`src/design/crp_pkg.sv`:
```
// ----------------------------------------------------------------------------
// crp_pkg
// types, codes and pacing arithmetic for the chunk retransmit pacer
// ----------------------------------------------------------------------------
package crp_pkg;

	// request codes
	localparam logic [1:0] REQ_START = 2'd0;
	localparam logic [1:0] REQ_SLOT  = 2'd1;
	localparam logic [1:0] REQ_RETRY = 2'd2;

	typedef enum logic [2:0] {
		ST_SENT      = 3'd0,
		ST_IDLE      = 3'd1,
		ST_STARTED   = 3'd2,
		ST_RETRY_OK  = 3'd3,
		ST_RETRY_IGN = 3'd4
	} status_t;

	localparam logic [7:0]  PACE_RESET  = 8'd15;
	localparam logic [7:0]  PACE_CEIL   = 8'd200;
	localparam logic [7:0]  PACE_FLOOR  = 8'd25;
	localparam logic [6:0]  CLEAN_LIMIT = 7'd100;
	localparam logic [3:0]  FINAL_LIMIT = 4'd10;
	localparam logic [16:0] MAX_CHUNKS  = 17'd65536;

	// image length plus a chunk minus one always fits here
	localparam int IMG_W = 24;
	localparam int DIV_W = 25;

	// w*11/10 as w*(11*ceil(2^19/10)) >> 19, exact for w*11 below 2^18
	localparam logic [19:0] PACE_UP_MUL = 20'd576719;
	// w*10/11 as w*(10*ceil(2^20/11)) >> 20, exact for w*10 below 2^16
	localparam logic [19:0] PACE_DN_MUL = 20'd953260;

	typedef struct packed {
		logic [1:0]  req_type;
		logic [15:0] restart_chunk;
	} item_t;

	typedef struct packed {
		status_t     status;
		logic [15:0] chunk_index;
		logic [23:0] byte_offset;
		logic [8:0]  byte_count;
		logic [7:0]  pace_ms;
		logic        slow_pause;
		logic        final_pause;
		logic [16:0] chunk_total;
	} result_t;

	// only used with w below the ceiling, so the result stays in 8 bits
	function automatic logic [7:0] pace_up(input logic [7:0] w);
		logic [27:0] p;
		p = 28'(w) * 28'(PACE_UP_MUL);
		return p[26:19];
	endfunction

	function automatic logic [7:0] pace_down(input logic [7:0] w);
		logic [27:0] p;
		p = 28'(w) * 28'(PACE_DN_MUL);
		return p[27:20];
	endfunction

endpackage

```
`src/design/crp_in_reg.sv`:
```
// ----------------------------------------------------------------------------
// crp_in_reg
// input register stage: unless stalled, captures one request beat per cycle
// ----------------------------------------------------------------------------
module crp_in_reg (
	input  logic           clk,
	input  logic           arst_n,
	input  logic           in_valid,
	input  logic [1:0]     req_type,
	input  logic [15:0]    restart_chunk,
	input  logic           advance,
	output logic           in_stall,
	output logic           valid_s1,
	output crp_pkg::item_t item_s1
);
	import crp_pkg::*;

	logic load;

	// stage is free when empty or when its beat moves on this cycle
	assign in_stall = valid_s1 & ~advance;
	assign load     = in_valid & ~in_stall;

	always_ff @(posedge clk or negedge arst_n) begin
		if (!arst_n) begin
			valid_s1 <= 1'b0;
		end else if (load) begin
			valid_s1 <= 1'b1;
		end else if (advance) begin
			valid_s1 <= 1'b0;
		end
	end

	always_ff @(posedge clk) begin
		if (load) begin
			item_s1.req_type      <= req_type;
			item_s1.restart_chunk <= restart_chunk;
		end
	end

endmodule

```
`src/design/crp_core.sv`:
```
// ----------------------------------------------------------------------------
// crp_core
// transfer state and the per-request logic that forms one result
// ----------------------------------------------------------------------------
module crp_core #(
	parameter int CHUNK_BYTES = 256
) (
	input  logic             clk,
	input  logic             arst_n,
	input  logic             cfg_wr_en,
	input  logic [23:0]      cfg_wr_data,
	input  logic             advance,
	input  crp_pkg::item_t   item_s1,
	output crp_pkg::result_t res
);
	import crp_pkg::*;

	localparam int CB_W   = $clog2(CHUNK_BYTES + 1);
	localparam int OFF_W  = 16 + CB_W;
	localparam int CMP_W  = (OFF_W > IMG_W) ? OFF_W : IMG_W;
	// reciprocal for the chunk count: exact floor for any dividend below 2^DIV_W
	localparam int SHIFT  = DIV_W + $clog2(CHUNK_BYTES);
	localparam int RCP_W  = DIV_W + 2;
	localparam int PROD_W = DIV_W + RCP_W;
	localparam longint unsigned RECIP =
		((64'd1 << SHIFT) + 64'(CHUNK_BYTES) - 64'd1) / 64'(CHUNK_BYTES);

	logic [23:0] image_q;
	logic [15:0] next_q,  next_d;
	logic [16:0] total_q, total_d;
	logic [7:0]  pace_q,  pace_d;
	logic        retry_q, retry_d;
	logic [6:0]  clean_q, clean_d, clean_mid;
	logic [3:0]  final_q, final_d;
	logic        run_q,   run_d;

	logic [DIV_W-1:0]  dividend;
	logic [PROD_W-1:0] prod;
	logic [PROD_W-1:0] quot_w;
	logic [DIV_W-1:0]  quot;
	logic [16:0]       cnt;
	logic [OFF_W-1:0]  off;
	logic [CMP_W-1:0]  off_x, img_x, rem_x, cnt_x;
	logic              last;

	// chunk count as ceil(image/CHUNK_BYTES), saturated
	assign dividend = DIV_W'(image_q) + DIV_W'(CHUNK_BYTES - 1);
	assign prod     = PROD_W'(dividend) * PROD_W'(RCP_W'(RECIP));
	assign quot_w   = prod >> SHIFT;
	assign quot     = quot_w[DIV_W-1:0];
	assign cnt      = (quot > DIV_W'(MAX_CHUNKS)) ? MAX_CHUNKS : quot[16:0];

	// byte offset and tail length of the current chunk
	assign off   = OFF_W'(next_q) * OFF_W'(CHUNK_BYTES);
	assign off_x = CMP_W'(off);
	assign img_x = CMP_W'(image_q);
	assign rem_x = img_x - off_x;
	assign cnt_x = (img_x <= off_x) ? '0 :
		(rem_x > CMP_W'(CHUNK_BYTES)) ? CMP_W'(CHUNK_BYTES) : rem_x;
	assign last  = ({1'b0, next_q} == (total_q - 17'd1));

	always_comb begin
		next_d    = next_q;
		total_d   = total_q;
		pace_d    = pace_q;
		retry_d   = retry_q;
		clean_d   = clean_q;
		clean_mid = clean_q;
		final_d   = final_q;
		run_d     = run_q;
		res        = '0;
		res.status = ST_IDLE;
		unique case (item_s1.req_type)
			REQ_START: begin
				total_d         = cnt;
				next_d          = '0;
				pace_d          = PACE_RESET;
				final_d         = '0;
				run_d           = (cnt != '0);
				res.status      = ST_STARTED;
				res.pace_ms     = PACE_RESET;
				res.chunk_total = cnt;
			end
			REQ_SLOT: begin
				if (run_q && ({1'b0, next_q} < total_q) && (final_q < FINAL_LIMIT)) begin
					res.pace_ms = pace_q;
					if (retry_q && (pace_q < PACE_CEIL)) begin
						pace_d         = pace_up(pace_q);
						retry_d        = 1'b0;
						res.slow_pause = 1'b1;
					end else if ((clean_q >= CLEAN_LIMIT) && (pace_q > PACE_FLOOR)) begin
						pace_d    = pace_down(pace_q);
						clean_mid = '0;
					end
					if (last) begin
						res.byte_count  = cnt_x[8:0];
						final_d         = final_q + 4'd1;
						res.final_pause = 1'b1;
					end else begin
						res.byte_count = 9'(CHUNK_BYTES);
						final_d        = '0;
						next_d         = next_q + 16'd1;
					end
					clean_d         = (clean_mid < CLEAN_LIMIT) ? clean_mid + 7'd1 : clean_mid;
					res.status      = ST_SENT;
					res.chunk_index = next_q;
					res.byte_offset = off_x[23:0];
				end else begin
					run_d = 1'b0;
				end
			end
			REQ_RETRY: begin
				if (next_q < item_s1.restart_chunk) begin
					res.status      = ST_RETRY_IGN;
					res.chunk_index = next_q;
				end else begin
					next_d          = item_s1.restart_chunk;
					retry_d         = 1'b1;
					clean_d         = '0;
					res.status      = ST_RETRY_OK;
					res.chunk_index = item_s1.restart_chunk;
				end
			end
			default: begin
			end
		endcase
	end

	always_ff @(posedge clk or negedge arst_n) begin
		if (!arst_n) begin
			image_q <= '0;
		end else if (cfg_wr_en) begin
			image_q <= cfg_wr_data;
		end
	end

	always_ff @(posedge clk or negedge arst_n) begin
		if (!arst_n) begin
			next_q  <= '0;
			total_q <= '0;
			pace_q  <= PACE_RESET;
			retry_q <= 1'b0;
			clean_q <= '0;
			final_q <= '0;
			run_q   <= 1'b0;
		end else if (advance) begin
			next_q  <= next_d;
			total_q <= total_d;
			pace_q  <= pace_d;
			retry_q <= retry_d;
			clean_q <= clean_d;
			final_q <= final_d;
			run_q   <= run_d;
		end
	end

endmodule

```
`src/design/crp_out_reg.sv`:
```
// ----------------------------------------------------------------------------
// crp_out_reg
// result register: holds a finished beat until the consumer takes it
// ----------------------------------------------------------------------------
module crp_out_reg (
	input  logic             clk,
	input  logic             arst_n,
	input  logic             load,
	input  crp_pkg::result_t res,
	input  logic             out_stall,
	output logic             out_valid,
	output crp_pkg::result_t res_q
);
	import crp_pkg::*;

	always_ff @(posedge clk or negedge arst_n) begin
		if (!arst_n) begin
			out_valid <= 1'b0;
		end else if (load) begin
			out_valid <= 1'b1;
		end else if (!out_stall) begin
			out_valid <= 1'b0;
		end
	end

	always_ff @(posedge clk) begin
		if (load) begin
			res_q <= res;
		end
	end

endmodule

```
`src/design/chunk_retransmit_pacer.sv`:
```
// ----------------------------------------------------------------------------
// chunk_retransmit_pacer
// sender side of a chunked image transfer with go-back retries and pacing
// ----------------------------------------------------------------------------
// flow: an accepted beat is held in the input register, then moves into the result register
// throughput: one request beat per cycle while out_stall is low, set by the input and result registers
// the start path's reciprocal multiply and the offset multiply sit in one stage
// reset: async active low; idle, pace 15, no pending retry, image length 0
// ----------------------------------------------------------------------------
module chunk_retransmit_pacer #(
	parameter int CHUNK_BYTES = 256
) (
	input  logic        clk,
	input  logic        arst_n,
	// configuration: image length in bytes
	input  logic        cfg_wr_en,
	input  logic [23:0] cfg_wr_data,
	// request channel
	input  logic        in_valid,
	output logic        in_stall,
	input  logic [1:0]  req_type,
	input  logic [15:0] restart_chunk,
	// result channel
	output logic        out_valid,
	input  logic        out_stall,
	output logic [2:0]  status,
	output logic [15:0] chunk_index,
	output logic [23:0] byte_offset,
	output logic [8:0]  byte_count,
	output logic [7:0]  pace_ms,
	output logic        slow_pause,
	output logic        final_pause,
	output logic [16:0] chunk_total
);
	import crp_pkg::*;

	logic    valid_s1;
	item_t   item_s1;
	logic    advance;
	result_t res;
	result_t res_q;

	// the held beat moves into the result register when that register is
	// empty or being drained in the same cycle; state commits at that point
	assign advance = valid_s1 & (~out_valid | ~out_stall);

	// input register, stalls only when its beat cannot move on
	crp_in_reg u_in (
		.clk           (clk),
		.arst_n        (arst_n),
		.in_valid      (in_valid),
		.req_type      (req_type),
		.restart_chunk (restart_chunk),
		.advance       (advance),
		.in_stall      (in_stall),
		.valid_s1      (valid_s1),
		.item_s1       (item_s1)
	);

	// transfer state, chunk math and pacing adaptation
	crp_core #(
		.CHUNK_BYTES (CHUNK_BYTES)
	) u_core (
		.clk         (clk),
		.arst_n      (arst_n),
		.cfg_wr_en   (cfg_wr_en),
		.cfg_wr_data (cfg_wr_data),
		.advance     (advance),
		.item_s1     (item_s1),
		.res         (res)
	);

	// result register decouples the consumer from the request side
	crp_out_reg u_out (
		.clk       (clk),
		.arst_n    (arst_n),
		.load      (advance),
		.res       (res),
		.out_stall (out_stall),
		.out_valid (out_valid),
		.res_q     (res_q)
	);

	assign status      = res_q.status;
	assign chunk_index = res_q.chunk_index;
	assign byte_offset = res_q.byte_offset;
	assign byte_count  = res_q.byte_count;
	assign pace_ms     = res_q.pace_ms;
	assign slow_pause  = res_q.slow_pause;
	assign final_pause = res_q.final_pause;
	assign chunk_total = res_q.chunk_total;

endmodule

```
`config.mk`:
```
export PLATFORM = sky130hd
export DESIGN_NAME = chunk_retransmit_pacer
export DESIGN_NICKNAME = d
export VERILOG_FILES = /design/src/design/crp_pkg.sv /design/src/design/crp_in_reg.sv /design/src/design/crp_core.sv /design/src/design/crp_out_reg.sv /design/src/design/chunk_retransmit_pacer.sv
export SDC_FILE = /design/constraint.sdc
export NUM_CORES = 1
export LEC_CHECK = 0
export ABC_AREA = 1
export BUFFER_PORTS_ARGS = -buffer_cell sky130_fd_sc_hd__buf_2
export CAP_MARGIN = 40
export CORE_ASPECT_RATIO = 1.1
export CORE_MARGIN = 4
export CORE_UTILIZATION = 35
export CTS_CLUSTER_SIZE = 40
export DETAILED_ROUTE_END_ITERATION = 16
export SLEW_MARGIN = 20
export SYNTH_ARGS = -nofsm -noshare
export SYNTH_HDL_FRONTEND = slang
export SYNTH_SLANG_ARGS = --single-unit
```
`constraint.sdc`:
```
create_clock -name clk -period 16.06 [get_ports clk]
set_clock_uncertainty 0.1 [all_clocks]
set_input_delay 0.803 -clock clk [delete_from_list [all_inputs] [get_ports clk]]
set_output_delay 0.803 -clock clk [all_outputs]
set_load 0.02 [all_outputs]
```
### Word level (Yosys, flattened, before mapping)

Cells that the tools add are included.
Widths: inputs -> output; s select.

| operators by class | value |
|---|---|
| magnitude comparators | 10 |
| add/subtract/negate cells | 6 |
| eq/ne operators | 10 |
| multipliers | 2 |
| reductions and logical operators | 19 |
| bitwise gates (word level) | 11 |
| mux-type cells | 40 |

Operators by type and width:

| kind | number |
|---|---|
| $mux 60 | 1 |
| $mux 7 | 7 |
| $mux 16 | 3 |
| $pmux 16 s3 | 1 |
| $pmux 16 s2 | 1 |
| $pmux 8 s2 | 2 |
| $mul 8x20->27 const B | 1 |
| $mux 9 | 3 |
| $mul 8x18->26 const B | 1 |
| $add 24x8->25 const B | 1 |
| $gt 25x9->1 const B | 1 |
| $sub 24x24->25 | 1 |
| $le 24x24->1 | 1 |
| $mux 8 | 3 |
| $mux 19 | 1 |
| $eq 16x17->1 | 1 |
| $gt 17x17->1 const B | 1 |
| $lt 16x17->1 | 1 |
| $mux 17 | 1 |
| $reduce_bool 17->1 | 1 |
| $sub 17x1->17 const B | 1 |
| $add 16x1->16 const B | 1 |
| $lt 16x16->1 | 1 |
| $pmux 7 s2 | 1 |
| other kinds (29) | 61 |

| word-level totals | value |
|---|---|
| word-level logic and storage cells | 120 |
| input port bits | 47 |
| register bits after elaboration | 177 |
| output and inout port bits | 81 |

### Longest topological paths before layout

Gate-level depths: netlist (run 1).

| logic depth | value |
|---|---|
| depth after elaboration | 10 |
| mapped depth | 22 |
| mapped depth without buffers | 22 |

### Hierarchy

From an unflattened synthesis (run 1), not the netlist that was laid out.

| second synthesis, totals | value |
|---|---|
| cells, all modules | 2051 |
| area, all modules | 15735.1 µm² |

By module, submodules not included:

| module | seq. area each (µm²) | area each (µm²) | instances | cells an instance |
|---|---|---|---|---|
| crp_core | 1956.9 | 12715.9 | 1 | 1941 |
| crp_out_reg | 2397.3 | 2408.6 | 1 | 83 |
| crp_in_reg | 565.5 | 598.1 | 1 | 25 |
| chunk_retransmit_pacer | 0.0 | 12.5 | 1 | 2 |

### Least setup slack after synthesis (run 1)

OpenSTA, ideal clock, no wires.

| path | value |
|---|---|
| kind | input port to flip-flop |
| start point | input out_stall |
| end point | register u_core.pace_q[7] |
| path buffers | 1 |
| library setup time | 0.130 ns |
| arrival time | 5.419 ns |
| cell stages on the path | 9 |
| required time | 15.830 ns |
| path slack | 10.411 ns |
| cells stage by stage | nand2_1 > inv_1 > nor2_1 > o21ai_0 > inv_1 > o21ai_0 > nor2_1 > clkbuf_1 > o22ai_1 |

| on the way | value |
|---|---|
| longest elaborated chain between the ends | 4 |

Ends and longest elaborated chain:

| what | RTL line | RTL |
|---|---|---|
| start, declared | chunk_retransmit_pacer.sv:25 | `input logic out_stall,` |
| $not 1->1 | chunk_retransmit_pacer.sv:45 | `assign advance = valid_s1 & (~out_valid \| ~out_stall);` |
| $or 1x1->1 | chunk_retransmit_pacer.sv:45 |  |
| $and 1x1->1 | chunk_retransmit_pacer.sv:45 |  |
| via advance | chunk_retransmit_pacer.sv:39 | `logic advance;` |
| $reduce_and 4->1 (no line) | -- |  |
| end signal, assigned | crp_core.sv:149 | `pace_q <= pace_d;` |
| end, declared | crp_core.sv:31 | `logic [7:0] pace_q, pace_d;` |

The timed path passes the listed nets, and every way through them passes these cells.
A chain may end at the register's enable or synchronous reset.

### Worst setup path in the final report (run 1)

| path | value |
|---|---|
| start point | register u_core.pace_q[5] |
| end point | register u_core.pace_q[1] |

| on the way | value |
|---|---|
| longest elaborated chain between the ends | 5 |
| elaborated cells on any way between the ends | 12 |
| classes of those cells | mul: 2; order compare: 2; eq/ne: 1; mux: 4; reduce/logical: 3 |

Ends and longest elaborated chain:

| what | RTL line | RTL |
|---|---|---|
| $mul 8x18->26 / $lt 8x8->1 (equally long branches) | crp_pkg.sv:61, crp_core.sv:87 |  |
| $mux 8 / $logic_and 1x1->1 (equally long branches) | crp_core.sv:91, crp_core.sv:87 |  |
| $mux 8 | crp_core.sv:87 | `if (retry_q && (pace_q < PACE_CEIL)) begin` |
| $mux 8 | crp_core.sv:85 | `if (run_q && ({1'b0, next_q} < total_q) && (final_q < FINAL_LIMIT)) begin` |
| $pmux 8 s2 | crp_core.sv:73 | `unique case (item_s1.req_type)` |

Parallel ways exist; a longest one is shown, timed or not. The select of a mux whose other input is x is not followed.

==> flow_metrics.tcl, run 1 <==
set metrics [dict create \
    antenna_found_initial 0 \
    hold_viol 0 \
    globalRouteTotalUtil_pct 19.9 \
    path_max_fanout 11 \
    grt_use_met2_pct 36.1 \
    htreeDepth 4 \
    worst-path-buf-inv 3 \
    synth_seq_area_share_pct 31.3 \
    r2r_cells 18 \
    wire_per_inst_um 17.2 \
    synth_mux_area_share_pct 0.151 \
    synth_area_um2 15000 \
    tightest_slew_ps 793 \
    critPathRequiredTime_ps 16370 \
    grt_pass1_wl_um 70700 \
    slew_headroom_pct 47.2 \
    synth-adder-area-share_pct 22.7 \
    finalCritPeriodShare_pct 30.6 \
    cp_top_family "adder cells" \
    nets 2329 \
    crit_chain "fa_1 -> inv_1 -> fa_1 -> fa_1 -> inv_1 -> fa_1 -> ha_1 -> nand2_1 -> inv_1 -> nor3_1 -> o21ai_0 -> nand2_1 -> nand3_1 -> xor2_1 -> nand2_1 -> nand3_1 -> nand2_1 -> o21ai_0" \
    first_pass_iters 5 \
    ioPinCount 128 \
    fmax_ghz 0.204 \
    yosys_register_bits 169 \
    r2r_slack_ps 11150 \
    synth-compound-area-share_pct 10.2 \
    syn_inst 1931 \
    synthArstFlopShare_pct 47.3 \
    finalWirelength_um 45300 \
    clk_latency_ps 490 \
    grt_pass1_vias 13200 \
    period_needed_ps 4910 \
    grt_util_met3_pct 4.01 \
    start_kind "flip-flop" \
    dieArea_um2 46100 \
    start_util_pct 35.3 \
    setup_tns_ps 0 \
    clock-sinks 169 \
    cpPeakStageDelay_ps 690 \
    slowest_stage "fa_1" \
    end_kind "flip-flop" \
    synth-xor-area-share_pct 1.52 \
    cts_resized 0 \
    vias 13100 \
    critPathLaunch "u_core.pace_q[5]$_DFFE_PN0P_" \
    clk_pin_slew_ps 80 \
    regArea_um2 4680 \
    yosysUniqueCellTypes 47 \
    ant_nets 0 \
    grt_use_met1_pct 22.1 \
    cts.root.buffer_cell "clkbuf_16" \
    die_y_um 225 \
    busiest_layer "met2" \
    status "completed" \
    grt_overflow 0 \
    core_um2 42300 \
    synth_edf_count 89 \
    cts_tree "yes" \
    portBuffers 119 \
    drc 0 \
    yosysWarnings 0 \
    synth-simple-area-share_pct 24.4 \
    grt_setup_unrepaired "false" \
    fillers 4442 \
    drive_gt1_share_pct 9.99 \
    path_depth 18 \
    synth_ff_type "edfxtp_1" \
    die_w_um 205 \
    worstReg2RegStart "u_core.pace_q[5]$_DFFE_PN0P_" \
    hp-class "primary input to asynchronous set/reset pin" \
    post_cts_buffers 0 \
    max_cap_viol_count 0 \
    synth_top_family_by_area "simple AND/OR/NAND/NOR gates" \
    numCtsBuffers 17 \
    ctsHoldBuffers 0 \
    endpoint "u_core.pace_q[1]$_DFFE_PN1P_" \
    slew_violations 0 \
    syn2layout_area_growth_pct 12.5 \
    rows 79 \
    grt_max_degree 53 \
    vias_per_cell 4.98 \
    dp_hpwl_um 36800 \
    critical_path_arrival_ps 5220 \
    finalSetupViolations 0 \
    antenna_cells 0 \
    clk_path_buf_depth 2 \
    drt_iter0_markers 641 \
    r2r-end "u_core.pace_q[1]$_DFFE_PN1P_" \
    avgSynthCellArea_um2 7.74 \
    crit_type "flip-flop to flip-flop" \
    place_congestion 0.930 \
    multiInputGateArea_um2 8850 \
]
-- routing by layer --
layer | wire, um | vias up | share of wire, %
li1 | - | 6544 | -
met1 | 17900 | 6165 | 40
met2 | 23500 | 298 | 52
met3 | 1780 | 96 | 3.9
met4 | 2100 | 0 | 4.6
met5 | 0 | - | 0
-- cell families (layout without fill, tap and decap cells) --
family / after synthesis / after routing
simple gates: 844 / 844
buf+inv: 376 / 500
compound gates: 280 / 280
fa+ha+maj: 233 / 233
flops: 169 / 169
xor+xnor: 26 / 26
mux: 2 / 2
other cells: 1 / 8
-- layout make-up --
cell class,instances,area share (%)
clock inverters,15,1.00
flip-flops and latches,169,27.8
clock buffers,17,2.53
repair buffers,132,4.34
well taps,567,4.22
multi-input cells,1393,52.6
inverters,336,7.50
-- worst reg2reg max path, cell delays in order (launching register included) --
cell and delay [ps]:
dfrtp_1 570, fa_1 700, inv_1 110, fa_1 510, fa_1 520, inv_1 50
fa_1 480, ha_1 380, nand2_1 90, inv_1 40, nor3_1 430, o21ai_0 140
nand2_1 80, nand3_1 100, xor2_1 170, nand2_1 60, nand3_1 140, nand2_1 100
o21ai_0 80
-- Yosys cell counts (8+ instances only) --
| cell type | count | area (um2) |
|---|---|---|
| nand4_1 | 54 | 338 |
| a21o_1 | 11 | 82.6 |
| nor3_1 | 25 | 125 |
| o21ai_0 | 118 | 591 |
| nand2_1 | 464 | 1740 |
| a21oi_1 | 101 | 505 |
| fa_1 | 63 | 1260 |
| nor2_2 | 14 | 87.6 |
| xor2_1 | 19 | 166 |
| a31oi_1 | 22 | 138 |
| nand3_1 | 101 | 505 |
| o21bai_1 | 8 | 60.1 |
| buf_4 | 8 | 60.1 |
| edfxtp_1 | 89 | 2670 |
| inv_1 | 328 | 1230 |
| dfrtp_1 | 76 | 1900 |
| ha_1 | 170 | 2130 |
| clkbuf_1 | 24 | 90.1 |
| nor2_1 | 154 | 578 |
-- registers in the layout (all words and copies together), names as in the netlist, 4 cells and up --
register	flops
u_in.item_s1	18
u_core.total_q	17
u_core.image_q	24
u_core.clean_q	7
u_out.res_q	71
u_core.next_q	16
u_core.final_q	4
u_core.pace_q	8
-- layout by cell type (no fill, tap or decap), types with 76 or more instances in the layout --
cell type    n
inv_1      328
buf_2      118
ha_1       170
nand3_1    101
nand2_1    464
dfrtp_1     76
nor2_1     153
a21oi_1    101
edfxtp_1    89
o21ai_0    118
-- through the flow --
step	utilization, %	worst slack [ps]	area, um2	cells	hold slack [ps]
2_1_floorplan	-	10410	15000	1938	334
3_3_place_gp	38.2	11190	16200	2591	381
3_5_place_dp	38.3	11160	16200	2595	386
4_1_cts	39.7	11120	16800	2627	172
5_1_grt	39.8	10870	16800	2629	194
6_report	39.8	11150	16800	2629	186
-- worst min path at each step --
stage,endpoint,start,depth (start not counted),slack (ps)
final,u_core.total_q[12]$_DFFE_PN0P_,arst_n,1,190
after global routing,u_core.total_q[12]$_DFFE_PN0P_,arst_n,1,190
after CTS,u_core.total_q[12]$_DFFE_PN0P_,arst_n,1,170
after detailed placement,u_core.retry_q$_DFFE_PN0P_,u_core.retry_q$_DFFE_PN0P_,2,390
after global placement,u_core.retry_q$_DFFE_PN0P_,u_core.retry_q$_DFFE_PN0P_,2,380
after floorplan,u_out.out_valid$_DFFE_PN0P_,u_in.valid_s1$_DFFE_PN0P_,2,330
Power of run 1 is not shown: default switching activity piles up to over one toggle a cycle in this logic, so the estimate is an artifact.
==> inputs of run 2 (changes only) <==
- ABC_AREA: 1 -> 0
- clock period: 16.06 -> 4 ns (I/O delays scaled with it)
==> flow_metrics.tcl, run 2 <==
set metrics [dict create \
    ioPinCount 128 \
    clkPwrFrac_pct 15.5 \
    tightest_slew_ps 825 \
    power.density_nw_per_um2 632 \
    syn2layout_area_growth_pct 25.9 \
    synth_most_common_cell "inv_1" \
    grt_max_degree 55 \
    vias_per_cell 5.37 \
    finalWirelength_um 43700 \
    violations "negative setup slack" \
    ir_drop_uv 428 \
    grt_pass1_vias 12900 \
    path_max_fanout 3 \
    worstReg2RegStart "u_core.pace_q[3]$_DFFE_PN1P_" \
    grt_overflow 0 \
    cts_tree "yes" \
    hold-path-endpoint "u_core.image_q[2]$_DFFE_PN0P_" \
    critPathRequiredTime_ps 4270 \
    final_cells 2315 \
    yosysWarnings 0 \
    setup_tns_ps -5180 \
    r2r_slack_ps -830 \
    numCtsBuffers 17 \
    min_path_cells 3 \
    whs_ps 192 \
    finalCritPeriodShare_pct 121 \
    start_kind "flip-flop" \
    antenna_cells 0 \
    hold_viol 0 \
    fillers 3782 \
    htreeDepth 4 \
    antenna_found_initial 0 \
    top_register "u_out.res_q" \
    fmax_ghz 0.207 \
    synth_area_leaders "edfxtp_1 19%, ha_1 15%, dfrtp_1 13%" \
    period_needed_ps 4830 \
    final.setup.worst_slack_ps -829 \
    vias 12400 \
    clock-sinks 169 \
    synth_common_cells "207 x inv_1, 170 x ha_1, 106 x nand2_1" \
    p_sw_mw 4.97 \
    cts.root.buffer_cell "clkbuf_16" \
    top_regs "u_out.res_q (71), u_core.image_q (24), u_in.item_s1 (18)" \
    die_y_um 220 \
    multiInputGateArea_um2 8940 \
    dp_hpwl_um 34100 \
    finalSetupViolations 8 \
    r2r-end "u_core.pace_q[7]$_DFFE_PN0P_" \
    crit_type "flip-flop to flip-flop" \
    fin_area_um2 17900 \
    nets 2069 \
    status "complete, but fails checks" \
    grt_setup_unrepaired "true" \
    seqPwrFrac_pct 20.1 \
    max_cap_viol_count 0 \
    avgSynthCellArea_um2 9.53 \
    first_pass_iters 7 \
    clk_pin_slew_ps 80 \
    clk_latency_ps 460 \
    rows 77 \
    switching_share_pct 43.9 \
    p_comb_share_pct 64.4 \
    final_common_cell "inv_1" \
    yosys_register_bits 169 \
    power_mw 11.3 \
    preCtsSetupSlack_ps -1070 \
    hold_path.startpoint "cfg_wr_en" \
    drt_iter0_markers 739 \
    clk_path_buf_depth 2 \
    place_inst 2223 \
    r2r_cells 15 \
    synth_top_cell_area_share_pct 18.8 \
    synth_ff_type "edfxtp_1" \
    synth_edf_count 89 \
    hp-class "primary input to flip-flop" \
    wire_per_inst_um 18.9 \
    synth_area_um2 14200 \
    slew_headroom_pct 44.9 \
    synth_area_leader_cell "edfxtp_1" \
    dieArea_um2 44000 \
    place_congestion 0.937 \
    critical_path_arrival_ps 5090 \
    slew_violations 0 \
    drive_gt1_share_pct 23.3 \
    portBuffers 119 \
    core_um2 40200 \
    yosysUniqueCellTypes 89 \
    placed_area_um2 16300 \
    grt_pass1_wl_um 69000 \
    drc 0 \
    start_util_pct 35.4 \
    ant_nets 0 \
    syn_inst 1494 \
    regArea_um2 4680 \
    die_w_um 200 \
    synth_seq_area_share_pct 32.9 \
    final_cell_mix "197 x inv_1, 158 x ha_1, 145 x buf_4, 118 x buf_2, 104 x nand2_1" \
    largest_register_ffs 71 \
    globalRouteTotalUtil_pct 19.8 \
    intPower_mw 6.36 \
    synthArstFlopShare_pct 47.3 \
    leakagePower_nw 8.17 \
    fin_util_pct 44.6 \
    end_kind "flip-flop" \
]
run 2: how the worst max path moves through the flow:
stage	startpoint	to	slack, ps	cells after the start
after floorplan	u_core.pace_q[2]$_DFFE_PN1P_	u_core.pace_q[7]$_DFFE_PN0P_	-730	15
after CTS	u_core.pace_q[3]$_DFFE_PN1P_	u_core.pace_q[7]$_DFFE_PN0P_	-820	15
after global routing	u_core.pace_q[2]$_DFFE_PN1P_	u_core.pace_q[7]$_DFFE_PN0P_	-1020	17
after detailed placement	u_core.pace_q[6]$_DFFE_PN0P_	u_core.pace_q[7]$_DFFE_PN0P_	-1070	17
final	u_core.pace_q[3]$_DFFE_PN1P_	u_core.pace_q[7]$_DFFE_PN0P_	-830	15
after global placement	u_core.pace_q[6]$_DFFE_PN0P_	u_core.pace_q[7]$_DFFE_PN0P_	-1010	17
run 2: routing by layer:
| layer | vias to the layer above | wire [um] | GRT usage (%) |
|---|---|---|---|
| li1 | 5895 | - | - |
| met1 | 6120 | 17900 | 23.8 |
| met2 | 350 | 22500 | 36.3 |
| met3 | 76 | 1800 | 2.71 |
| met4 | 0 | 1460 | 7.55 |
| met5 | - | 0 | 0 |
run 2: critical path, stage by stage (launching register included):
cell      delay (ps)
dfstp_2          570
fa_2             470
fa_2             550
inv_2             40
fa_2             460
fa_1             520
inv_2             50
ha_4             260
a211o_1          130
a21oi_2           60
a31o_2           210
o21a_1           230
or4_4            540
a311oi_4         250
nor3b_1           80
o32ai_1          210
run 2: repair_timing:
item / in CTS / in global routing
pin swaps: 50 / 19
gates resized for setup: 57 / 25
setup endpoints to repair: 8 / 11
endpoints found under the hold margin: 93 / 4
buffers inserted: 10 / 3
hold buffers: 46 / 1
run 2: cell type report:
| cell class | count | area share, % |
|---|---|---|
| multi-input combinational | 1072 | 49.9 |
| tap | 513 | 3.58 |
| clock inverter | 13 | 0.949 |
| clock buffer | 19 | 2.41 |
| sequential | 169 | 26.1 |
| inverter | 210 | 4.40 |
| timing repair buffer | 319 | 12.6 |
run 2: cell families (layout without fill, tap and decap cells):
logic type	after synthesis	after routing	share of synthesized area [%]
muxes	38	38	2.80
and+or+nand+nor	438	438	15.8
xor gates and xnor gates	49	49	3.01
adders and majority gates	233	233	23.8
DFF	169	169	32.9
buffers and inverters	260	561	7.25
AOI/OAI and AO/OA	306	306	14.4
other	1	8	0.0263
run 2: power groups by stage:
stage	Clock, mW	Combinational [mW]	Sequential (mW)
after floorplan	0	3.92	2.33
after global placement	0	6.12	2.31
after detailed placement	0	6.28	2.31
after CTS	1.79	7.15	2.28
after global routing	1.86	8.19	2.30
final	1.76	7.29	2.28
Power figures use the tool's default switching activity.
